**src/rtl/balanced_ternary_tryte_convert_macros.svh**
```systemverilog
// Assertion macros for the balanced-ternary tryte converter.
// Used by the top level; expects signals clk and arst_n in the including scope.
`ifndef BALANCED_TERNARY_TRYTE_CONVERT_MACROS_SVH
`define BALANCED_TERNARY_TRYTE_CONVERT_MACROS_SVH

// Same-cycle implication, disabled while reset is asserted
`define BTT_ASSERT_NOW(label, ante, cons, msg) \
	label: assert property (@(posedge clk) disable iff (!arst_n) (ante) |-> (cons)) \
		else $error(msg);

// Next-cycle implication, disabled while reset is asserted
`define BTT_ASSERT_NEXT(label, ante, cons, msg) \
	label: assert property (@(posedge clk) disable iff (!arst_n) (ante) |=> (cons)) \
		else $error(msg);

`endif

```
**src/rtl/btt_pkg.sv**
```systemverilog
// Shared types, constants and helper functions for the balanced-ternary tryte converter.
// No dependencies; imported by btt_core and balanced_ternary_tryte_convert.
package btt_pkg;

	localparam int TRIT_COUNT = 6;

	localparam int MODE_W    = 2;
	localparam int TRYTE_W   = 16;
	localparam int INT_IN_W  = 16;
	localparam int INT_OUT_W = 11;

	// mode rides in tuser, tryte_in and int_in in tdata
	localparam int IN_DATA_W   = TRYTE_W + INT_IN_W;
	localparam int IN_TUSER_W  = MODE_W;
	localparam int OUT_ITEM_W  = INT_OUT_W + TRYTE_W;
	localparam int IN_TDATA_W  = ((IN_DATA_W + 7) / 8) * 8;
	localparam int OUT_TDATA_W = ((OUT_ITEM_W + 7) / 8) * 8;

	// Largest magnitude a tryte can hold, and the width of value + MAX_MAG
	localparam int MAX_MAG = (3 ** TRIT_COUNT - 1) / 2;
	localparam int OFS_W   = $clog2(2 * MAX_MAG + 1);

	// Trit codes
	localparam logic [1:0] TRIT_ZERO  = 2'b00;
	localparam logic [1:0] TRIT_PLUS  = 2'b01;
	localparam logic [1:0] TRIT_ODD   = 2'b10;
	localparam logic [1:0] TRIT_MINUS = 2'b11;

	typedef enum logic [MODE_W-1:0] {
		MODE_TO_INT   = 2'd0,
		MODE_TO_TRYTE = 2'd1,
		MODE_NEGATE   = 2'd2
	} mode_t;

	typedef struct packed {
		logic signed [INT_IN_W-1:0] int_in;
		logic [TRYTE_W-1:0]         tryte_in;
		logic [MODE_W-1:0]          mode;
	} btt_in_t;

	typedef struct packed {
		logic [TRYTE_W-1:0]          tryte_out;
		logic signed [INT_OUT_W-1:0] int_out;
	} btt_out_t;

	// Bit position of trit i: three trits per byte, two bits each
	function automatic int trit_pos(input int i);
		return 2 * (i % 3) + 8 * (i / 3);
	endfunction

	function automatic int pow3(input int i);
		int p;
		p = 1;
		for (int k = 0; k < i; k++) begin
			p = p * 3;
		end
		return p;
	endfunction

endpackage

```
**src/rtl/btt_core.sv**
```systemverilog
// Combinational converter: tryte to integer, integer to tryte, tryte negate.
// Depends on btt_pkg.
module btt_core (
	input  btt_pkg::btt_in_t  item,
	output btt_pkg::btt_out_t result
);
	import btt_pkg::*;

	logic [INT_OUT_W-1:0] sum;
	logic [TRYTE_W-1:0]   conv_w;
	logic [TRYTE_W-1:0]   neg_w;
	logic [OFS_W-1:0]     rem;
	logic [1:0]           tcode;
	logic [1:0]           dcode;
	logic                 in_range;

	// Tryte to integer: weighted sum, wraps to the output width
	always_comb begin
		sum   = '0;
		tcode = TRIT_ZERO;
		for (int i = 0; i < TRIT_COUNT; i++) begin
			if (trit_pos(i) < TRYTE_W) begin
				tcode = item.tryte_in[trit_pos(i) +: 2];
				unique case (tcode)
					TRIT_ZERO:  sum = sum;
					TRIT_PLUS:  sum = sum + INT_OUT_W'(pow3(i));
					TRIT_ODD:   sum = sum + INT_OUT_W'(2 * pow3(i));
					TRIT_MINUS: sum = sum - INT_OUT_W'(pow3(i));
				endcase
			end
		end
	end

	// Integer to tryte: offset by MAX_MAG, take unbalanced digits from the top, shift each by -1
	always_comb begin
		in_range = ($signed(item.int_in) <= MAX_MAG) && ($signed(item.int_in) >= -MAX_MAG);
		rem      = OFS_W'(int'($signed(item.int_in)) + MAX_MAG);
		conv_w   = '0;
		dcode    = TRIT_ZERO;
		for (int i = TRIT_COUNT - 1; i >= 0; i--) begin
			if (rem >= OFS_W'(2 * pow3(i))) begin
				rem   = rem - OFS_W'(2 * pow3(i));
				dcode = TRIT_PLUS;
			end else if (rem >= OFS_W'(pow3(i))) begin
				rem   = rem - OFS_W'(pow3(i));
				dcode = TRIT_ZERO;
			end else begin
				dcode = TRIT_MINUS;
			end
			if (trit_pos(i) < TRYTE_W) begin
				conv_w[trit_pos(i) +: 2] = dcode;
			end
		end
		if (!in_range) begin
			conv_w = '0;
		end
	end

	// Negate: codes with the low bit set swap sign by flipping the high bit
	always_comb begin
		neg_w = item.tryte_in;
		for (int i = 0; i < TRIT_COUNT; i++) begin
			if (trit_pos(i) < TRYTE_W) begin
				if (item.tryte_in[trit_pos(i)]) begin
					neg_w[trit_pos(i) + 1] = ~item.tryte_in[trit_pos(i) + 1];
				end
			end
		end
	end

	always_comb begin
		result = '0;
		unique case (mode_t'(item.mode))
			MODE_TO_INT:   result.int_out   = $signed(sum);
			MODE_TO_TRYTE: result.tryte_out = conv_w;
			MODE_NEGATE:   result.tryte_out = neg_w;
			default:       result = '0;
		endcase
	end

endmodule

```
**src/rtl/balanced_ternary_tryte_convert.sv**
```systemverilog
// Balanced-ternary tryte converter top level: input register, converter, result register.
// Depends on btt_pkg, btt_core and balanced_ternary_tryte_convert_macros.svh.
//
//   channel | direction | fields (lowest bit first)
//   s_*     | in        | tuser: mode[1:0]; tdata: tryte_in[15:0], int_in[31:16]
//   m_*     | out       | tdata: int_out[10:0], tryte_out[26:11], zero pad [31:27]
//
// One item per cycle unless m_tready stalls the output; an accepted input is registered in the
// input register, then in the result register, whose valid flag drives m_tvalid.
// The converter between the two registers sets the clock period.
// A stall on m_tready holds the result register; s_tready drops only when both
// registers are full and m_tready is low.
// arst_n clears both valid flags; payload registers are not reset.
module balanced_ternary_tryte_convert (
	input  logic                            clk,
	input  logic                            arst_n,
	input  logic                            s_tvalid,
	output logic                            s_tready,
	input  logic [btt_pkg::IN_TDATA_W-1:0]  s_tdata,  // tryte_in, int_in
	input  logic [btt_pkg::IN_TUSER_W-1:0]  s_tuser,  // mode
	output logic                            m_tvalid,
	input  logic                            m_tready,
	output logic [btt_pkg::OUT_TDATA_W-1:0] m_tdata   // int_out, tryte_out, zero pad
);
	import btt_pkg::*;

	`include "balanced_ternary_tryte_convert_macros.svh"

	logic     valid_s1;
	btt_in_t  item_s1;
	logic     valid_s2;
	btt_out_t result_s2;
	btt_out_t core_res;
	logic     adv_s2;

	assign adv_s2   = !valid_s2 || m_tready;
	assign s_tready = !valid_s1 || adv_s2;

	always_ff @(posedge clk or negedge arst_n) begin
		if (!arst_n) begin
			valid_s1 <= 1'b0;
		end else if (s_tready) begin
			valid_s1 <= s_tvalid;
		end
	end

	always_ff @(posedge clk) begin
		if (s_tready && s_tvalid) begin
			item_s1 <= btt_in_t'({s_tdata[IN_DATA_W-1:0], s_tuser});
		end
	end

	btt_core u_core (
		.item   (item_s1),
		.result (core_res)
	);

	always_ff @(posedge clk or negedge arst_n) begin
		if (!arst_n) begin
			valid_s2 <= 1'b0;
		end else if (adv_s2) begin
			valid_s2 <= valid_s1;
		end
	end

	// hold the result until the downstream transaction completes
	always_ff @(posedge clk) begin
		if (adv_s2 && valid_s1) begin
			result_s2 <= core_res;
		end
	end

	assign m_tvalid = valid_s2;

	always_comb begin
		m_tdata                 = '0;
		m_tdata[OUT_ITEM_W-1:0] = result_s2;
	end

	`BTT_ASSERT_NEXT(a_accept_fills_s1, s_tvalid && s_tready, valid_s1,
		"accepted transaction did not reach the input register")
	`BTT_ASSERT_NEXT(a_s1_moves_on, valid_s1 && !valid_s2, valid_s2,
		"input register did not advance into an empty result register")
	`BTT_ASSERT_NOW(a_ready_when_out_empty, !valid_s2, s_tready,
		"input blocked while result register is empty")
	`BTT_ASSERT_NOW(a_one_field_used, valid_s2,
		(result_s2.int_out == '0) || (result_s2.tryte_out == '0),
		"result carries both an integer and a tryte")

endmodule

```
**config.mk**
```make
export PLATFORM = sky130hd
export DESIGN_NAME = balanced_ternary_tryte_convert
export DESIGN_NICKNAME = d
export VERILOG_FILES = /design/src/rtl/btt_pkg.sv /design/src/rtl/btt_core.sv /design/src/rtl/balanced_ternary_tryte_convert.sv
export VERILOG_INCLUDE_DIRS = /design/src /design/src/rtl
export SDC_FILE = /design/constraint.sdc
export NUM_CORES = 1
export LEC_CHECK = 0
export ABC_AREA = 1
export BUFFER_PORTS_ARGS = -buffer_cell sky130_fd_sc_hd__buf_4
export CAP_MARGIN = 20
export CELL_PAD_IN_SITES_DETAIL_PLACEMENT = 1
export CELL_PAD_IN_SITES_GLOBAL_PLACEMENT = 1
export CORE_UTILIZATION = 25
export CTS_CLUSTER_DIAMETER = 200
export DETAILED_ROUTE_END_ITERATION = 10
export HOLD_SLACK_MARGIN = 0.06
export PLACE_DENSITY_LB_ADDON = 0.25
export SLEW_MARGIN = 20
export SYNTH_ARGS = -nofsm -noshare
export SYNTH_HDL_FRONTEND = slang
export SYNTH_SLANG_ARGS = --single-unit
```
**constraint.sdc**
```tcl
create_clock -name clk -period 18.57 [get_ports clk]
set_input_delay 3.714 -clock clk [delete_from_list [all_inputs] [get_ports clk]]
set_output_delay 3.714 -clock clk [all_outputs]
set_load 0.01 [all_outputs]
```
Word level (Yosys, flattened, before mapping):

Cells that the tools add are included.
W data, S select, Z words.

* eq/ne operators: 20
* add/subtract/negate cells: 26
* muxes and demuxes: 36
* bitwise operators: 6
* reduce and logical (&&, ||, !) cells: 14
* magnitude comparators: 14

Operators by type and width (number)
* $pmux W11 S4: 6
* $mux W10: 10
* $pmux W16 S2: 1
* $eq A2 B2 Y1 const B: 13
* $mux W2: 12
* $add A11 B5 Y11 const B: 2
* $add A11 B8 Y11 const B: 2
* $ge A10 B2 Y1 const B: 2
* $ge A10 B5 Y1 const B: 2
* $ge A10 B8 Y1 const B: 2
* $sub A10 B5 Y10 const B: 2
* $sub A10 B8 Y10 const B: 2
* $ge A16 B10 Y1 const B: 1
* $le A16 B10 Y1 const B: 1
* $eq A2 B1 Y1 const B: 7
* $logic_not A2 Y1: 7
* $mux W14: 1
* $add A11 B2 Y11 const B: 1
* $add A11 B3 Y11 const B: 1
* $add A11 B4 Y11 const B: 1
* $add A11 B6 Y11 const B: 1
* $add A11 B7 Y11 const B: 1
* $add A11 B9 Y11 const B: 1
* $sub A11 B2 Y11 const B: 1
* 22 further kinds: 36

* register bits: 63
* output and inout bits: 34
* logic and storage cells: 123

Depth between registers and ports, before layout:

* word-level depth: 21
* mapped depth: 60

By module:

A second synthesis with hierarchy kept.

* cells, all modules: 1406
* area, all modules: 9176.3 um2

Modules (own cells, without submodules)
* btt_core: area an instance 7208.2 um2, cells each 1327, sequential area each 0.0 um2, instances 1
* balanced_ternary_tryte_convert: area an instance 1968.1 um2, cells each 79, sequential area each 1881.8 um2, instances 1

Worst setup path before layout:

No wires, ideal clock.

* path kind: in2out
* start: input port m_tready
* end: output port s_tready
* setup slack: 10.939 ns
* arrival time: 3.917 ns
* data required time: 14.856 ns
* buffers on the path: 0
* cell stages on the path: 2
* cells stage by stage: inv_1 > nand3_1

* longest elaborated chain between the ends: 2

Ends and longest elaborated chain
* start, declared: RTL line balanced_ternary_tryte_convert.sv:22 `input logic m_tready,`
* $logic_or A1 B1 Y1: RTL line balanced_ternary_tryte_convert.sv:36 `assign adv_s2 = !valid_s2 || m_tready;`
* $logic_or A1 B1 Y1: RTL line balanced_ternary_tryte_convert.sv:37 `assign s_tready = !valid_s1 || adv_s2;`
* end, declared: RTL line balanced_ternary_tryte_convert.sv:18 `output logic s_tready,`

Every way passes these cells.

==> impl_metrics.py <==
metrics = {
    "run_status": {
        "outcome": "finished, final reports clean",
    },
    "yosys": {
        "synth_flop_cell": "edfxtp_1",
        "yosysWarningCount": 0,
        "ys_seq_area_frac": 0.204,
        "synth_edf_count": 61,
        "syn_inst": 1383,
        "yosysUniqueCellTypes": 59,
        "yosys_register_bits": 63,
        "async_reset_ff_frac": 0.0317,
        "syn_avg_cell_area_um2": 6.67,
        "synth_area_mm2": 0.00923,
    },
    "die": {
        "dieArea_mm2": 0.0377,
        "core.rowCount": 70,
        "die_h_um": 194,
        "io_pins": 72,
        "die-width_um": 194,
        "core-area_mm2": 0.0364,
        "initial_core_util": 0.253,
    },
    "layout": {
        "layout.cells.non_filler": 1916,
        "postLayoutCoreUtil": 0.287,
        "drive_gt1_frac": 0.154,
        "final_common_cell": "nand2_1",
        "final_cell_mix": "nand2_1 (361), inv_1 (193), nor2_1 (125)",
        "nets": 1576,
        "syn_to_final_growth_pct": 13.4,
        "antenna_cells": 0,
    },
    "timing": {
        "skew_ps": 6.85,
        "setup-tns-final_ps": 0,
        "fmax_mhz": 125,
        "post-route-period-util": 0.432,
        "worst_slew_pin_slew_ps": 934,
        "slew_violations": 0,
        "rsz0062_at_grt": "no",
        "finalSetupViolations": 0,
        "hold_viol_final": 0,
        "setup_ws_ps": 10550,
        "relSlewSlack": 0.376,
        "period_needed_ps": 8020,
    },
    "clock_tree": {
        "numClockSinks": 63,
        "tritoncts": "yes",
        "cts_hold_buf": 0,
        "cts-root-buf": "clkbuf_16",
        "cts_htree_levels": 3,
        "path_clk_slew_ps": 50,
        "cts_buffers": 9,
        "clk_latency_ps": 340,
        "cts_resized": 0,
        "clk_path_buf_depth": 2,
        "cts_setup_buffers": 0,
    },
    "route": {
        "drt_iter0_markers": 402,
        "viasPerCell": 4.61,
        "first_pass_iters": 4,
        "drc": 0,
        "wl_per_cell_um": 14.6,
        "ant_nets": 0,
        "wirelength_um": 28000,
        "vias": 8828,
    },
    "power_and_ir_drop": {
        "total_power_mw": 1.78,
        "pwr_density_cell_mw_per_mm2": 170,
        "p_leak_nw": 5.09,
        "ir_drop_mv": 0.0775,
    },
    "critical_path": {
        "critPathLaunchType": "register",
        "worstSetupEndpointType": "register",
        "crit_arrival_ps": 8100,
        "slowest_delay_ps": 540,
        "cp_slowest_cell": "edfxtp_1",
        "cp_max_fo": 11,
        "cp_common_cell": "nand2_1",
        "critical_path_class": "reg -> reg",
        "required_ps": 18650,
        "path_buf_inv": 6,
        "critPathTopFamily": "simple AND/OR/NAND/NOR gates",
    },
    "grt": {
        "antenna_found_initial": 0,
        "track_usage": 0.154,
        "grt_first_pass_wirelength_um": 47400,
        "grt_overflow": 0,
        "grt_pass1_vias": 9306,
        "grt_max_degree": 35,
    },
    "placement": {
        "dp_cells": 1900,
        "dpl.hpwl_um": 23600,
        "io_buffers": 66,
        "pre_cts_ws_ps": 10520,
        "routabilityCongestion": 0.799,
    },
    "job": {
        "drv_cap": 0,
    },
    "worst_hold_path": {
        "worstHoldPathType": "reg -> reg",
    },
}
final timing paths:
path / from / to / slack (ps) / cells past startpoint
setup / recovery: item_s1[20] / m_tdata[11] / 10550 / 51
hold / removal: item_s1[8] / m_tdata[17] / 510 / 2
setup reg to reg: item_s1[20] / m_tdata[11] / 10550 / 51
hold reg to reg: item_s1[8] / m_tdata[17] / 510 / 2
max in group asynchronous: arst_n / valid_s1 / 15340 / 1
min in group asynchronous: arst_n / m_tvalid / 3140 / 1
Yosys cell counts (all sizes together), types with 4 or more instances:
master | instances | area share
o31ai | 4 | 0.0033
a21oi | 64 | 0.036
ha | 90 | 0.12
nand3 | 129 | 0.085
clkbuf | 10 | 0.0041
inv | 212 | 0.087
fa | 5 | 0.011
xor2 | 31 | 0.031
o221ai | 5 | 0.0047
nand2 | 414 | 0.19
nand3b | 7 | 0.0057
edfxtp | 61 | 0.20
a22oi | 4 | 0.0033
nand4 | 15 | 0.012
o21bai | 12 | 0.011
a31oi | 18 | 0.012
nor3 | 10 | 0.0054
nor2 | 157 | 0.083
buf | 13 | 0.011
o211ai | 7 | 0.0057
or2 | 5 | 0.0037
o21ai | 73 | 0.042
xnor2 | 12 | 0.011
worst register-to-register path: cells and delay by family (launching register included):
kind,cells,cell delay [ps]
AO/OA/AOI/OAI,3,480
adder cells (fa/ha/maj),5,1270
flip-flops,1,540
XOR/XNOR,2,680
buffers and inverters,6,620
AND/OR/NAND/NOR,35,4160
per-layer routing:
metal  vias to the layer above  track usage  wire length, µm
li1                       4625            -                -
met1                      4148        0.202            13900
met2                        44        0.275            13600
met3                        11       0.0118              294
met4                         0       0.0323              229
met5                         -            0                0
state kept, by name, indices dropped and copies added, names as in the netlist:
| name | cells |
|---|---|
| m_tdata | 27 |
| item_s1 | 34 |
| m_tvalid | 1 |
| valid_s1 | 1 |
stage by stage:
stage | instance area [µm²] | hold slack (ps)
floorplan | 9250 | 447
global placement | 10200 | 481
detailed placement | 10200 | 496
CTS | 10500 | 511
global route | 10500 | 536
finish | 10500 | 506
area by class of cell:
type / instances / area [µm²]
inverters: 214 / 808
well taps: 468 / 586
flip-flops and latches: 63 / 1880
clock buffers: 12 / 236
repair buffers: 68 / 510
clock inverters: 4 / 22.5
fillers: 4589 / 26000
multi-input cells: 1087 / 6420
cell families (layout without fill, tap and decap cells):
family,after synthesis,in the layout,synth area share
DFF,63,63,0.204
AOI/OAI and AO/OA,200,200,0.129
adders and majority gates,95,95,0.133
xor gates and xnor gates,43,43,0.0424
other,1,5,0.000406
buffers and inverters,237,298,0.103
and+or+nand+nor,744,744,0.388
power by group:
part,total (mW),switching [mW],internal (mW)
logic,1.45,0.974,0.472
clock network,0.152,0.0622,0.0896
registers,0.183,0.00968,0.173
total,1.78,1.05,0.735
Power figures use the tool's default switching activity.
